## src/sv/lbpg_pkg.sv

```systemverilog
`timescale 1ns / 1ps

package lbpg_pkg;

   // Command codes carried in req_tuser
   typedef enum logic [2:0] {
      ACT_TICK    = 3'd0,
      ACT_ON      = 3'd1,
      ACT_OFF     = 3'd2,
      ACT_TOGGLE  = 3'd3,
      ACT_BLINK   = 3'd4,
      ACT_PATTERN = 3'd5,
      ACT_FLASH   = 3'd6,
      ACT_PAUSE   = 3'd7
   } action_type;

   // Configuration register indexes
   typedef enum logic [1:0] {
      CSR_ON_TIME   = 2'd0,
      CSR_OFF_TIME  = 2'd1,
      CSR_GROUP_GAP = 2'd2,
      CSR_END_GAP   = 2'd3
   } csr_index_type;

   // Operating mode, one-hot
   typedef enum logic [3:0] {
      MODE_OFF     = 4'b0001,
      MODE_ON      = 4'b0010,
      MODE_BLINK   = 4'b0100,
      MODE_PATTERN = 4'b1000
   } mode_type;

   localparam int REQ_DATA_BITS = 40;
   localparam int RSP_DATA_BITS = 8;

   localparam logic [15:0] ON_TIME_RST   = 16'd100;
   localparam logic [15:0] OFF_TIME_RST  = 16'd100;
   localparam logic [15:0] GROUP_GAP_RST = 16'd200;
   localparam logic [15:0] END_GAP_RST   = 16'd400;

   typedef struct packed {
      logic [15:0] on_time;
      logic [15:0] off_time;
      logic [15:0] group_gap;
      logic [15:0] end_gap;
   } cfg_type;

   typedef struct packed {
      action_type  action;
      logic [7:0]  first_count;
      logic [7:0]  second_count;
      logic        repeat_pattern;
      logic [15:0] duration;
   } item_type;

   // Last member lands in bit 0
   typedef struct packed {
      logic is_lit_mode;
      logic led_changed;
      logic led_level;
   } flags_type;

endpackage

```

## src/sv/lbpg_csr.sv

```systemverilog
`timescale 1ns / 1ps

module lbpg_csr import lbpg_pkg::*; (
   input  logic        clock,
   input  logic        reset,
   input  logic        csr_valid,
   output logic        csr_ready,
   input  logic [1:0]  csr_index,
   input  logic [15:0] csr_data,
   output cfg_type     cfg
);

   cfg_type cfg_ff;
   cfg_type cfg_in;

   assign csr_ready = 1'b1;
   assign cfg       = cfg_ff;

   // Register write decode
   always_comb begin
      cfg_in = cfg_ff;
      if (csr_valid) begin
         unique case (csr_index_type'(csr_index))
            CSR_ON_TIME:   cfg_in.on_time   = csr_data;
            CSR_OFF_TIME:  cfg_in.off_time  = csr_data;
            CSR_GROUP_GAP: cfg_in.group_gap = csr_data;
            CSR_END_GAP:   cfg_in.end_gap   = csr_data;
         endcase
      end
   end

   always_ff @(posedge clock) begin
      if (reset) begin
         cfg_ff.on_time   <= ON_TIME_RST;
         cfg_ff.off_time  <= OFF_TIME_RST;
         cfg_ff.group_gap <= GROUP_GAP_RST;
         cfg_ff.end_gap   <= END_GAP_RST;
      end else begin
         cfg_ff <= cfg_in;
      end
   end

endmodule

```

## src/sv/lbpg_core.sv

```systemverilog
`timescale 1ns / 1ps

module lbpg_core import lbpg_pkg::*; #(
   parameter int COUNT_BITS = 8,
   parameter int TIME_BITS  = 32
) (
   input  logic      clock,
   input  logic      reset,
   input  logic      item_vld,
   input  item_type  item,
   input  cfg_type   cfg,
   output flags_type flags
);

   logic [TIME_BITS-1:0]  now_ff, last_ff, ov_start_ff;
   logic [15:0]           ov_len_ff;
   logic                  ov_lvl_ff;
   mode_type              mode_ff;
   logic                  level_ff, driven_ff, repeat_ff;
   logic [COUNT_BITS-1:0] first_left_ff, second_left_ff, first_total_ff, second_total_ff;

   logic [TIME_BITS-1:0]  now_in, last_in, ov_start_in;
   logic [15:0]           ov_len_in;
   logic                  ov_lvl_in;
   mode_type              mode_in;
   logic                  level_in, repeat_in;
   logic [COUNT_BITS-1:0] first_left_in, second_left_in, first_total_in, second_total_in;

   logic                  is_tick, is_overlay, ov_act;
   logic [TIME_BITS-1:0]  dt;
   logic [COUNT_BITS-1:0] c1, c2;

   assign c1 = COUNT_BITS'(item.first_count);
   assign c2 = COUNT_BITS'(item.second_count);

   // Clock and overlay update; flash and pause restart the overlay now
   assign is_tick     = (item.action == ACT_TICK);
   assign is_overlay  = (item.action == ACT_FLASH) || (item.action == ACT_PAUSE);
   assign now_in      = is_tick ? now_ff + TIME_BITS'(1) : now_ff;
   assign ov_start_in = is_overlay ? now_ff : ov_start_ff;
   assign ov_len_in   = is_overlay ? item.duration : ov_len_ff;
   assign ov_lvl_in   = is_overlay ? (item.action == ACT_FLASH) : ov_lvl_ff;
   assign ov_act      = (TIME_BITS'(now_in - ov_start_in)) <= TIME_BITS'(ov_len_in);

   // Command handling, then one timing step
   always_comb begin
      mode_in         = mode_ff;
      level_in        = level_ff;
      last_in         = last_ff;
      repeat_in       = repeat_ff;
      first_left_in   = first_left_ff;
      second_left_in  = second_left_ff;
      first_total_in  = first_total_ff;
      second_total_in = second_total_ff;

      unique case (item.action)
         ACT_TICK: begin
         end
         ACT_ON: begin
            mode_in  = MODE_ON;
            level_in = 1'b1;
         end
         ACT_OFF: begin
            mode_in  = MODE_OFF;
            level_in = 1'b0;
         end
         ACT_TOGGLE: begin
            // overlay untouched and clock unchanged, so ov_act is the prior state
            if (ov_act || mode_ff != MODE_OFF) begin
               mode_in  = MODE_OFF;
               level_in = 1'b0;
            end else begin
               mode_in  = MODE_ON;
               level_in = 1'b1;
            end
         end
         ACT_BLINK: begin
            if (mode_ff != MODE_BLINK) begin
               mode_in  = MODE_BLINK;
               level_in = 1'b1;
               last_in  = now_ff;
            end
         end
         ACT_PATTERN: begin
            repeat_in = item.repeat_pattern;
            if (mode_ff != MODE_PATTERN || first_total_ff != c1 || second_total_ff != c2) begin
               mode_in         = MODE_PATTERN;
               first_total_in  = c1;
               second_total_in = c2;
               first_left_in   = c1;
               second_left_in  = c2;
               level_in        = 1'b1;
               last_in         = now_ff;
            end
         end
         ACT_FLASH, ACT_PAUSE: begin
         end
      endcase

      dt = now_in - last_in;

      if (ov_act) begin
         level_in = ov_lvl_in;
      end else begin
         unique case (mode_in)
            MODE_ON:  level_in = 1'b1;
            MODE_OFF: level_in = 1'b0;
            MODE_BLINK: begin
               if (level_in && dt >= TIME_BITS'(cfg.on_time)) begin
                  level_in = 1'b0;
                  last_in  = now_in;
               end else if (!level_in && dt >= TIME_BITS'(cfg.off_time)) begin
                  level_in = 1'b1;
                  last_in  = now_in;
               end
            end
            MODE_PATTERN: begin
               priority if (first_left_in != '0) begin
                  if (level_in && dt >= TIME_BITS'(cfg.on_time)) begin
                     level_in      = 1'b0;
                     last_in       = now_in;
                     first_left_in = first_left_in - COUNT_BITS'(1);
                  end else if (!level_in && dt >= TIME_BITS'(cfg.off_time)) begin
                     level_in = 1'b1;
                     last_in  = now_in;
                  end
               end else if (second_left_in != '0) begin
                  // second group starts after the group gap
                  if (dt >= TIME_BITS'(cfg.group_gap)) begin
                     level_in       = 1'b1;
                     last_in        = now_in;
                     first_left_in  = second_left_in;
                     second_left_in = '0;
                  end
               end else if (repeat_in) begin
                  if (dt >= TIME_BITS'(cfg.end_gap)) begin
                     level_in       = 1'b1;
                     last_in        = now_in;
                     first_left_in  = first_total_in;
                     second_left_in = second_total_in;
                  end
               end else begin
                  mode_in  = MODE_OFF;
                  level_in = 1'b0;
               end
            end
            default: begin
               mode_in  = MODE_OFF;
               level_in = 1'b0;
            end
         endcase
      end
   end

   assign flags.led_level   = level_in;
   assign flags.led_changed = level_in != driven_ff;
   assign flags.is_lit_mode = ov_act || (mode_in != MODE_OFF);

   always_ff @(posedge clock) begin
      if (reset) begin
         now_ff          <= '0;
         last_ff         <= '0;
         ov_start_ff     <= '1;
         ov_len_ff       <= '0;
         ov_lvl_ff       <= 1'b0;
         mode_ff         <= MODE_OFF;
         level_ff        <= 1'b0;
         driven_ff       <= 1'b0;
         repeat_ff       <= 1'b0;
         first_left_ff   <= '0;
         second_left_ff  <= '0;
         first_total_ff  <= '0;
         second_total_ff <= '0;
      end else if (item_vld) begin
         now_ff          <= now_in;
         last_ff         <= last_in;
         ov_start_ff     <= ov_start_in;
         ov_len_ff       <= ov_len_in;
         ov_lvl_ff       <= ov_lvl_in;
         mode_ff         <= mode_in;
         level_ff        <= level_in;
         driven_ff       <= level_in;
         repeat_ff       <= repeat_in;
         first_left_ff   <= first_left_in;
         second_left_ff  <= second_left_in;
         first_total_ff  <= first_total_in;
         second_total_ff <= second_total_in;
      end
   end

endmodule

```

## src/sv/led_blink_pattern_generator.sv

```systemverilog
`timescale 1ns / 1ps

// Indicator driver. Each request transaction is a millisecond tick or a command
// (on, off, toggle, blink, pattern, flash, pause) selected by req_tuser; each
// produces exactly one response transaction with the resulting level, a change
// flag and the lit-mode flag. One transaction is accepted every clock cycle
// unless back-pressure stalls it. The request sits in the input register, and
// the combinational state update in the core loads the output register, from
// which the response is presented. Back-pressure on rsp_tready stalls the
// input side only once both registers are full. The user must write timing
// registers on the csr channel only while idle; the block does not enforce it.
module led_blink_pattern_generator import lbpg_pkg::*; #(
   parameter int COUNT_BITS = 8,
   parameter int TIME_BITS  = 32
) (
   input  logic                     clock,
   input  logic                     reset,
   input  logic                     req_tvalid,
   output logic                     req_tready,
   // [7:0] first_count, [15:8] second_count, [16] repeat_pattern, [32:17] duration
   input  logic [REQ_DATA_BITS-1:0] req_tdata,
   // [2:0] action
   input  logic [2:0]               req_tuser,
   output logic                     rsp_tvalid,
   input  logic                     rsp_tready,
   // [0] led_level, [1] led_changed, [2] is_lit_mode
   output logic [RSP_DATA_BITS-1:0] rsp_tdata,
   input  logic                     csr_valid,
   output logic                     csr_ready,
   input  logic [1:0]               csr_index,
   input  logic [15:0]              csr_data
);

   item_type  in_ff, in_in;
   logic      in_vld_ff;
   flags_type out_ff;
   logic      out_vld_ff;
   flags_type core_flags;
   cfg_type   cfg;
   logic      proc;

   // Stage handshakes
   assign proc       = in_vld_ff && (!out_vld_ff || rsp_tready);
   assign req_tready = !in_vld_ff || proc;
   assign rsp_tvalid = out_vld_ff;
   assign rsp_tdata  = {{(RSP_DATA_BITS - 3){1'b0}}, out_ff};

   always_comb begin
      in_in.action         = action_type'(req_tuser);
      in_in.first_count    = req_tdata[7:0];
      in_in.second_count   = req_tdata[15:8];
      in_in.repeat_pattern = req_tdata[16];
      in_in.duration       = req_tdata[32:17];
   end

   lbpg_csr u_csr (
      .clock     (clock),
      .reset     (reset),
      .csr_valid (csr_valid),
      .csr_ready (csr_ready),
      .csr_index (csr_index),
      .csr_data  (csr_data),
      .cfg       (cfg)
   );

   lbpg_core #(
      .COUNT_BITS (COUNT_BITS),
      .TIME_BITS  (TIME_BITS)
   ) u_core (
      .clock    (clock),
      .reset    (reset),
      .item_vld (proc),
      .item     (in_ff),
      .cfg      (cfg),
      .flags    (core_flags)
   );

   // Input register
   always_ff @(posedge clock) begin
      if (reset) begin
         in_vld_ff <= 1'b0;
      end else if (req_tready) begin
         in_vld_ff <= req_tvalid;
      end
   end

   always_ff @(posedge clock) begin
      if (req_tvalid && req_tready) begin
         in_ff <= in_in;
      end
   end

   // Output register
   always_ff @(posedge clock) begin
      if (reset) begin
         out_vld_ff <= 1'b0;
      end else if (proc) begin
         out_vld_ff <= 1'b1;
      end else if (rsp_tready) begin
         out_vld_ff <= 1'b0;
      end
   end

   always_ff @(posedge clock) begin
      if (proc) begin
         out_ff <= core_flags;
      end
   end

endmodule

```

## config.mk

```make
export PLATFORM = sky130hd
export DESIGN_NAME = led_blink_pattern_generator
export DESIGN_NICKNAME = d
export VERILOG_FILES = /design/src/sv/lbpg_pkg.sv /design/src/sv/lbpg_csr.sv /design/src/sv/lbpg_core.sv /design/src/sv/led_blink_pattern_generator.sv
export SDC_FILE = /design/constraint.sdc
export NUM_CORES = 1
export LEC_CHECK = 0
export BUFFER_PORTS_ARGS = -buffer_cell sky130_fd_sc_hd__clkbuf_2
export CAP_MARGIN = 5
export CORE_ASPECT_RATIO = 0.8
export CORE_MARGIN = 4
export CORE_UTILIZATION = 30
export CTS_BUF_LIST = sky130_fd_sc_hd__clkbuf_4
export CTS_CLUSTER_DIAMETER = 50
export DETAILED_ROUTE_END_ITERATION = 10
export MAX_ROUTING_LAYER = met4
export PLACE_DENSITY = 0.48
export SLEW_MARGIN = 20
export SYNTH_ARGS = -nofsm -noshare
export SYNTH_HDL_FRONTEND = slang
export SYNTH_HIERARCHICAL = 1
export SYNTH_SLANG_ARGS = --single-unit
```

## constraint.sdc

```tcl
create_clock -name clock -period 14.45 [get_ports clock]
set_input_delay 1.445 -clock clock [delete_from_list [all_inputs] [get_ports clock]]
set_output_delay 1.445 -clock clock [all_outputs]
set_load 0.02 [all_outputs]
```

==> impl_metrics.csv, run 1 <==
group,metric,value,unit
yosys,dominant_combinational_cell_family_by_area_after_synthesis,"compound AO/OA/AOI/OAI gates",
yosys,netlist_top_cells_area,"sky130_fd_sc_hd__dfxtp_1, sky130_fd_sc_hd__ha_1, sky130_fd_sc_hd__mux2i_1",
drt,first_iter_violations,1283,
global_route,grt_start_max_net_pins,89,
yosys,post_synth_xor_xnor_area,0.0552,
floorplan,placeableCoreArea,63000,um2
placed_design,routabilityCongestion,0.936,
finish,final.fill_count,6693,
setup_path,critical_path_class,"register to register",
yosys,synthDominantAreaCellType,"sky130_fd_sc_hd__dfxtp_1",
setup_path,timing.critical_path.required,15.13,ns
cts,cts.sink_count,256,
floorplan,ios,77,
yosys,synth.cell_area,19200,um2
yosys,synth.yosys.seq_area_share,0.287,
run_status,status,"finished clean",
global_route,grt_pass1_wl,98.3,mm
floorplan,die_extent_in_x,291,um
yosys,synth-compound-area-share,0.209,
setup_path,critical_path_peak_fanout,28,
power_and_ir_drop,totalPowerFinal,1.92,mW
finish,multi_input_area,12600,um2
placed_design,dpl.hpwl,46.7,mm
power_and_ir_drop,leakage,8.76,nW
floorplan,design.die.area,68100,um2
setup_path,cp-start-kind,"register",
timing,timing.final.setup_violations,0,
yosys,post_synth_mux_area_share,0.0917,
yosys,synthSimpleGateAreaFrac,0.201,
drt,drt-vias-per-instance,5.39,
drt,detail_route.wirelength,63.7,mm
yosys,cell_count_after_synthesis,2314,
finish,finalNonFillerCells,3241,
cts,post_cts_buffers,0,
drt,detail_route.wl_per_cell,19.6,um
setup_path,critical_path_most_common_cell,"sky130_fd_sc_hd__buf_4",
setup_path,critical-path-max-stage-delay,0.85,ns
job,cap_violations,0,
global_route,groute.usage.overall,0.188,
global_route,grt_pass1_vias,16606,
setup_path,timing.critical_path.slowest_stage_cell,"sky130_fd_sc_hd__nor3_2",
power_and_ir_drop,peakVddDrop,0.0604,mV
drt,antenna_violating_nets_post_route,0,
placed_design,dp.cells,3097,
timing,hold_viol_final,0,
yosys,flop_and_latch_count_out_of_synthesis,256,
global_route,globalRouteOverflowTotal,0,
setup_path,timing.critical_path.arrival,10.45,ns
finish,syn2layout_area_growth,10.3,%
floorplan,start_util,0.305,
timing,post-route-period-util,0.676,
floorplan,placement_rows,82,
yosys,synth_top_area_share,0.226,
timing,final_period_minus_worst_setup_slack,9.77,ns
cts,htree_num_levels,3,
timing,final.setup.tns,0,ns
cts,path_clk_slew,0.06,ns
cts,max_clock_buf_depth,3,
floorplan,die_y,234,um
placed_design,numPortBuffers,63,
yosys,avgSynthCellArea,8.30,um2
yosys,yosys_warnings,6,
cts,cts_hold_repair.buffers,0,
timing,final_report_max_slew_violation_count,0,
drt,via_count,17484,
cts,root_buffer,"sky130_fd_sc_hd__clkbuf_4",
timing,pin_slew_with_the_least_headroom_to_its_limit,1.28,ns
timing,rsz_0062_raised_after_global_routing,"no",
power_and_ir_drop,power_density,90.8,nW/um2
timing,worst_clock_skew,0.0867,ns
global_route,grt_antenna_before_repair,2,
timing,worst_slew_margin_rel,0.134,
yosys,dominantRegCellSynth,"sky130_fd_sc_hd__dfxtp_1",
min_path,worstHoldPathType,"register to register",
finish,postLayoutCoreUtil,0.336,
setup_path,critical_path.endpoint_type,"register",
cts,cts_inserted_buffers,78,
cts,post_cts.resized_instances,0,
cts,cts_tree,"done",
yosys,post_synth_num_cell_types,97,
setup_path,cpLargestDelayFamily,"compound AO/OA/AOI/OAI gates",
timing,fmax,102,MHz
setup_path,worstPathBufferInverterCount,4,
yosys,yosys.area_share.adder,0.0954,
drt,drc,0,
finish,layout_nets,2545,
drt,first_pass_iters,8,
finish,area.sequential,5520,um2
timing,final.hold.worst_slack,0.457,ns
yosys,synth-edff-count,39,
cts,clkLatencyLatePin,0.86,ns
yosys,async_flop_share,0,
finish,final_layout_size_suffix_gt1_frac,0.108,
[per-layer routing]
metal	GRT usage	part of all wire
met5	-	0
met1	0.278	0.52
met3	0.0321	0.058
met2	0.261	0.40
met4	0.0482	0.021
[layout by cell type, fill, tap and decap left out, drive strengths merged, types with 57 or more instances in the layout]
cell type	netlist	final
dfxtp	217	217
nor2	212	212
clkbuf	109	174
mux2i	167	167
nand2	162	162
ha	140	140
inv	137	140
a21oi	138	138
nand2b	90	90
o21ai	82	82
xnor2	64	64
xor2	57	57
[cell usage after synthesis (22+ instances only)]
cell type                  number
sky130_fd_sc_hd__a211o_1       39
sky130_fd_sc_hd__ha_1         140
sky130_fd_sc_hd__xor2_1        57
sky130_fd_sc_hd__dfxtp_1      217
sky130_fd_sc_hd__inv_1        136
sky130_fd_sc_hd__a22oi_1       29
sky130_fd_sc_hd__a31oi_1       27
sky130_fd_sc_hd__o21ai_0       81
sky130_fd_sc_hd__nand4_1       42
sky130_fd_sc_hd__nand3_1       49
sky130_fd_sc_hd__clkbuf_1     109
sky130_fd_sc_hd__a21oi_1      136
sky130_fd_sc_hd__xnor2_1       64
sky130_fd_sc_hd__and3_1        29
sky130_fd_sc_hd__a211oi_1      38
sky130_fd_sc_hd__nand2b_1      90
sky130_fd_sc_hd__mux2i_1      167
sky130_fd_sc_hd__nor3_1        26
sky130_fd_sc_hd__nand2_1      162
sky130_fd_sc_hd__a22o_1        30
sky130_fd_sc_hd__nor2_1       212
sky130_fd_sc_hd__a21o_1        50
sky130_fd_sc_hd__edfxtp_1      39
sky130_fd_sc_hd__nor4_1        22
[per-stage QoR]
stage	worst slack [ns]	cell area (um2)
final	4.68	21200
after global routing	4.23	21200
after CTS	4.75	21200
after detailed placement	4.88	20100
after global placement	5.00	20100
after floorplan	6.70	19200
[report_power, final]
| part | switching, mW | total, mW | leakage, nW | internal (mW) |
|---|---|---|---|---|
| Clock | 0.352 | 0.745 | 0.595 | 0.393 |
| Sequential | 0.0218 | 0.774 | 2.15 | 0.752 |
| Combinational | 0.251 | 0.404 | 6.02 | 0.153 |
| Total | 0.625 | 1.92 | 8.76 | 1.30 |
[layout make-up]
| cell class | count | area share |
|---|---|---|
| timing repair buffer | 84 | 0.0226 |
| clock inverter | 25 | 0.00774 |
| tap | 840 | 0.0496 |
| multi-input combinational | 1779 | 0.595 |
| antenna | 7 | 0.000827 |
| clock buffer | 112 | 0.0397 |
| inverter | 138 | 0.0245 |
| sequential | 256 | 0.260 |
[tightest hold or removal path: stages (launching register included)]
cell                      delay (ns)
sky130_fd_sc_hd__dfxtp_1        0.32
sky130_fd_sc_hd__nand2_1        0.04
sky130_fd_sc_hd__o21ai_0        0.06
[kinds of logic after synthesis]
family                     Yosys count
and+or+nand+nor                    751
AOI/OAI and AO/OA                  580
buffers and inverters              283
DFF                                256
muxes                              175
adders and majority gates          146
xor gates and xnor gates           121
other                                2
[path summary, 6_finish.rpt]
path / endpoint / cells past startpoint / startpoint / slack, ns
max: u_core/last_ff[13] / 30 / in_ff[28] / 4.68
min reg2reg: u_core/first_left_ff[1] / 2 / u_core/first_left_ff[1] / 0.46
min: u_core/first_left_ff[1] / 2 / u_core/first_left_ff[1] / 0.46
max reg2reg: u_core/last_ff[13] / 30 / in_ff[28] / 4.68
[state kept, by name (all words and copies together) (netlist names), 4 cells and up, named ones only]
| register | cells |
|---|---|
| u_core/first_total_ff | 8 |
| u_core/ov_start_ff | 32 |
| u_core/first_left_ff | 8 |
| u_core/last_ff | 32 |
| u_core/ov_len_ff | 16 |
| u_core/second_total_ff | 8 |
| u_csr/cfg | 64 |
| u_core/now_ff | 27 |
| in_ff | 36 |
| u_core/mode_ff | 4 |
| u_core/second_left_ff | 8 |
(Power assumes the default switching activity.)
==> run 2, diff against run 1 <==
- ABC_AREA: default -> 1
- clock period: 14.45 -> 9.8 ns (I/O delays scaled with it)
==> impl_metrics.csv, run 2 <==
group,metric,value,unit
yosys,netlist_top_cells_area,"sky130_fd_sc_hd__dfxtp_1, sky130_fd_sc_hd__nand2_1, sky130_fd_sc_hd__inv_1",
finish,syn2layout_area_growth,10.1,%
power_and_ir_drop,switching_portion_of_total_power,0.408,
min_path,worstHoldPathType,"primary input to register",
global_route,grt_start_max_net_pins,95,
min_path,holdPathStages,1,
timing,pin_slew_with_the_least_headroom_to_its_limit,0.928,ns
timing,final_report_max_slew_violation_count,0,
finish,postLayoutCoreUtil,0.336,
cts,path_clk_slew,0.06,ns
global_route,grt_pass1_vias,18659,
yosys,cell_count_after_synthesis,3257,
timing,worst_slew_margin_rel,0.379,
yosys,dominantRegCellSynth,"sky130_fd_sc_hd__dfxtp_1",
floorplan,die_extent_in_x,301,um
placed_design,routabilityCongestion,0.920,
yosys,avgSynthCellArea,6.35,um2
power_and_ir_drop,power_switching,1.43,mW
cts,clkLatencyLatePin,0.85,ns
cts,max_clock_buf_depth,3,
drt,drc,0,
setup_path,critical_path.endpoint_type,"register",
global_route,groute.usage.overall,0.184,
placed_design,numPortBuffers,63,
timing,timing.final.setup_violations,0,
drt,detail_route.wirelength,66.3,mm
finish,layout_commonest_cell,"sky130_fd_sc_hd__nand2_1",
global_route,grt_pass1_wl,105,mm
cts,cts_inserted_buffers,81,
yosys,async_flop_share,0,
setup_path,reg2reg_depth,30,
yosys,post_synth_num_cell_types,61,
yosys,flop_and_latch_count_out_of_synthesis,256,
cts,cts.sink_count,256,
setup_path,timing.critical_path.slowest_stage_cell,"sky130_fd_sc_hd__a211oi_1",
min_path,min-delay-start,"req_tdata[0]",
power_and_ir_drop,power.internal,2.08,mW
setup_path,reg2reg_to,"u_core/second_left_ff[7]",
setup_path,critical_path_peak_fanout,32,
yosys,synth_top_area_share,0.210,
drt,via_count,20535,
setup_path,timing.critical_path.arrival,9.00,ns
floorplan,die_y,243,um
timing,final.setup.tns,0,ns
finish,layout_nets,3512,
cts,cts_hold_repair.buffers,0,
timing,final_period_minus_worst_setup_slack,8.26,ns
finish,final_area,22800,um2
floorplan,ios,77,
yosys,synth.cell_area,20700,um2
cts,post_cts.resized_instances,0,
timing,hold_viol_final,0,
run_status,status,"finished clean",
timing,fmax,121,MHz
finish,final_layout_size_suffix_gt1_frac,0.0995,
setup_path,regToRegSetupSlack,1.54,ns
power_and_ir_drop,power_frac_seq,0.334,
setup_path,cp-start-kind,"register",
min_path,hold_path_end,"in_ff[25]",
floorplan,start_util,0.305,
setup_path,critical-path-max-stage-delay,0.70,ns
power_and_ir_drop,share_clk_of_total_power,0.309,
power_and_ir_drop,peakVddDrop,0.0686,mV
timing,worst_clock_skew,0.0704,ns
yosys,synth_most_common_cell,"sky130_fd_sc_hd__nand2_1",
drt,first_pass_iters,5,
finish,largest_register_ffs,64,
placed_design,post-place-ws,1.70,ns
yosys,synthDominantAreaCellType,"sky130_fd_sc_hd__dfxtp_1",
cts,root_buffer,"sky130_fd_sc_hd__clkbuf_4",
floorplan,design.die.area,73200,um2
timing,rsz_0062_raised_after_global_routing,"no",
cts,cts_tree,"done",
yosys,yosys_warnings,6,
drt,detail_route.wl_per_cell,15.5,um
drt,first_iter_violations,1655,
power_and_ir_drop,power_density,154,nW/um2
yosys,synth-edff-count,39,
power_and_ir_drop,comb_power_share,0.357,
global_route,grt_antenna_before_repair,2,
setup_path,crit-reg2reg-launch,"in_ff[31]",
yosys,synth_commonest_cells,"sky130_fd_sc_hd__nand2_1, sky130_fd_sc_hd__inv_1, sky130_fd_sc_hd__a21oi_1",
drt,antenna_violating_nets_post_route,0,
setup_path,timing.critical_path.required,10.54,ns
power_and_ir_drop,leakage,11.2,nW
timing,post_layout_worst_setup_margin,1.54,ns
finish,layout_common_cells,"sky130_fd_sc_hd__nand2_1, sky130_fd_sc_hd__inv_1, sky130_fd_sc_hd__a21oi_1",
cts,htree_num_levels,3,
drt,drt-vias-per-instance,4.79,
floorplan,placement_rows,85,
placed_design,dpl.hpwl,48.8,mm
placed_design,placement.cell_area,21700,um2
finish,final.fill_count,7617,
timing,post-route-period-util,0.843,
global_route,globalRouteOverflowTotal,0,
floorplan,placeableCoreArea,67700,um2
yosys,synth.yosys.seq_area_share,0.267,
setup_path,critical_path_class,"register to register",
job,cap_violations,0,
cts,post_cts_buffers,0,
-- run 2: changes by cell type after synthesis, moves of 41 or more --
cell | previous run | this run
sky130_fd_sc_hd__a21oi_1 | 136 | 289
sky130_fd_sc_hd__xnor2_1 | 64 | 13
sky130_fd_sc_hd__nand2b_1 | 90 | 0
sky130_fd_sc_hd__nand2_1 | 162 | 837
sky130_fd_sc_hd__a21o_1 | 50 | 9
sky130_fd_sc_hd__o21ai_0 | 81 | 227
sky130_fd_sc_hd__clkbuf_1 | 109 | 67
sky130_fd_sc_hd__mux2i_1 | 167 | 15
sky130_fd_sc_hd__inv_1 | 136 | 495
sky130_fd_sc_hd__nand3_1 | 49 | 228
-- run 2: cells by family (layout without fill, tap and decap cells) --
group	count (synthesis)	after routing	synth area share
DFF	256	256	0.267
AOI/OAI and AO/OA	633	633	0.165
muxes	15	15	0.00726
and+or+nand+nor	1497	1497	0.320
buffers and inverters	645	752	0.124
other	2	10	0.000363
adders and majority gates	142	142	0.0867
xor gates and xnor gates	67	67	0.0291
-- run 2: worst max path at each step --
| stage | from | to | slack (ns) |
|---|---|---|---|
| after floorplan | in_ff[34] | rsp_tdata[0] | 3.76 |
| after global placement | in_ff[31] | u_core/second_left_ff[7] | 1.86 |
| after detailed placement | in_ff[31] | u_core/second_left_ff[7] | 1.70 |
| after CTS | in_ff[31] | u_core/second_left_ff[7] | 1.64 |
| after global routing | in_ff[31] | u_core/second_left_ff[7] | 1.04 |
| final | in_ff[31] | u_core/second_left_ff[7] | 1.54 |
-- run 2: layer usage --
metal	track usage	wire [um]	vias up
met4	0.0404	1170	0
met3	0.0294	3700	97
met1	0.279	35300	9194
met2	0.253	26200	525
met5	-	0	-
li1	-	-	10719
-- run 2: final cells by class --
cell class | instances | area, um2 | area share
clock buffer | 111 | 833 | 0.0366
sequential | 256 | 5520 | 0.242
inverter | 515 | 1940 | 0.0853
timing repair buffer | 90 | 520 | 0.0229
tap | 913 | 1140 | 0.0502
multi-input combinational | 2360 | 12600 | 0.555
antenna | 4 | 10.0 | 0.000440
clock inverter | 36 | 170 | 0.00748
-- run 2: per-stage QoR --
stage | hold WS [ns] | total power [mW] | std cells
2_1_floorplan | 0.429 | 2.11 | 3261
3_3_place_gp | 0.442 | 2.43 | 4134
3_5_place_dp | 0.449 | 2.44 | 4134
4_1_cts | 0.197 | 3.56 | 4281
5_1_grt | 0.206 | 3.81 | 4285
6_report | 0.309 | 3.51 | 4285
-- run 2: critical path, delay by kind of cell, from the launching register on --
kind | cells | cell delay (ns)
adder cells (fa/ha/maj) | 2 | 0.61
buffers and inverters | 5 | 0.92
XOR/XNOR | 2 | 0.83
flip-flops | 1 | 0.41
AND/OR/NAND/NOR | 12 | 2.62
AO/OA/AOI/OAI | 9 | 2.72
-- run 2: power by group through the flow --
stage               logic [mW]  registers (mW)  clock network [mW]
floorplan                0.924            1.19                   0
CTS                       1.25            1.17                1.13
finish                    1.25            1.17                1.09
detailed placement        1.24            1.20                   0
global placement          1.24            1.20                   0
global route              1.44            1.18                1.19
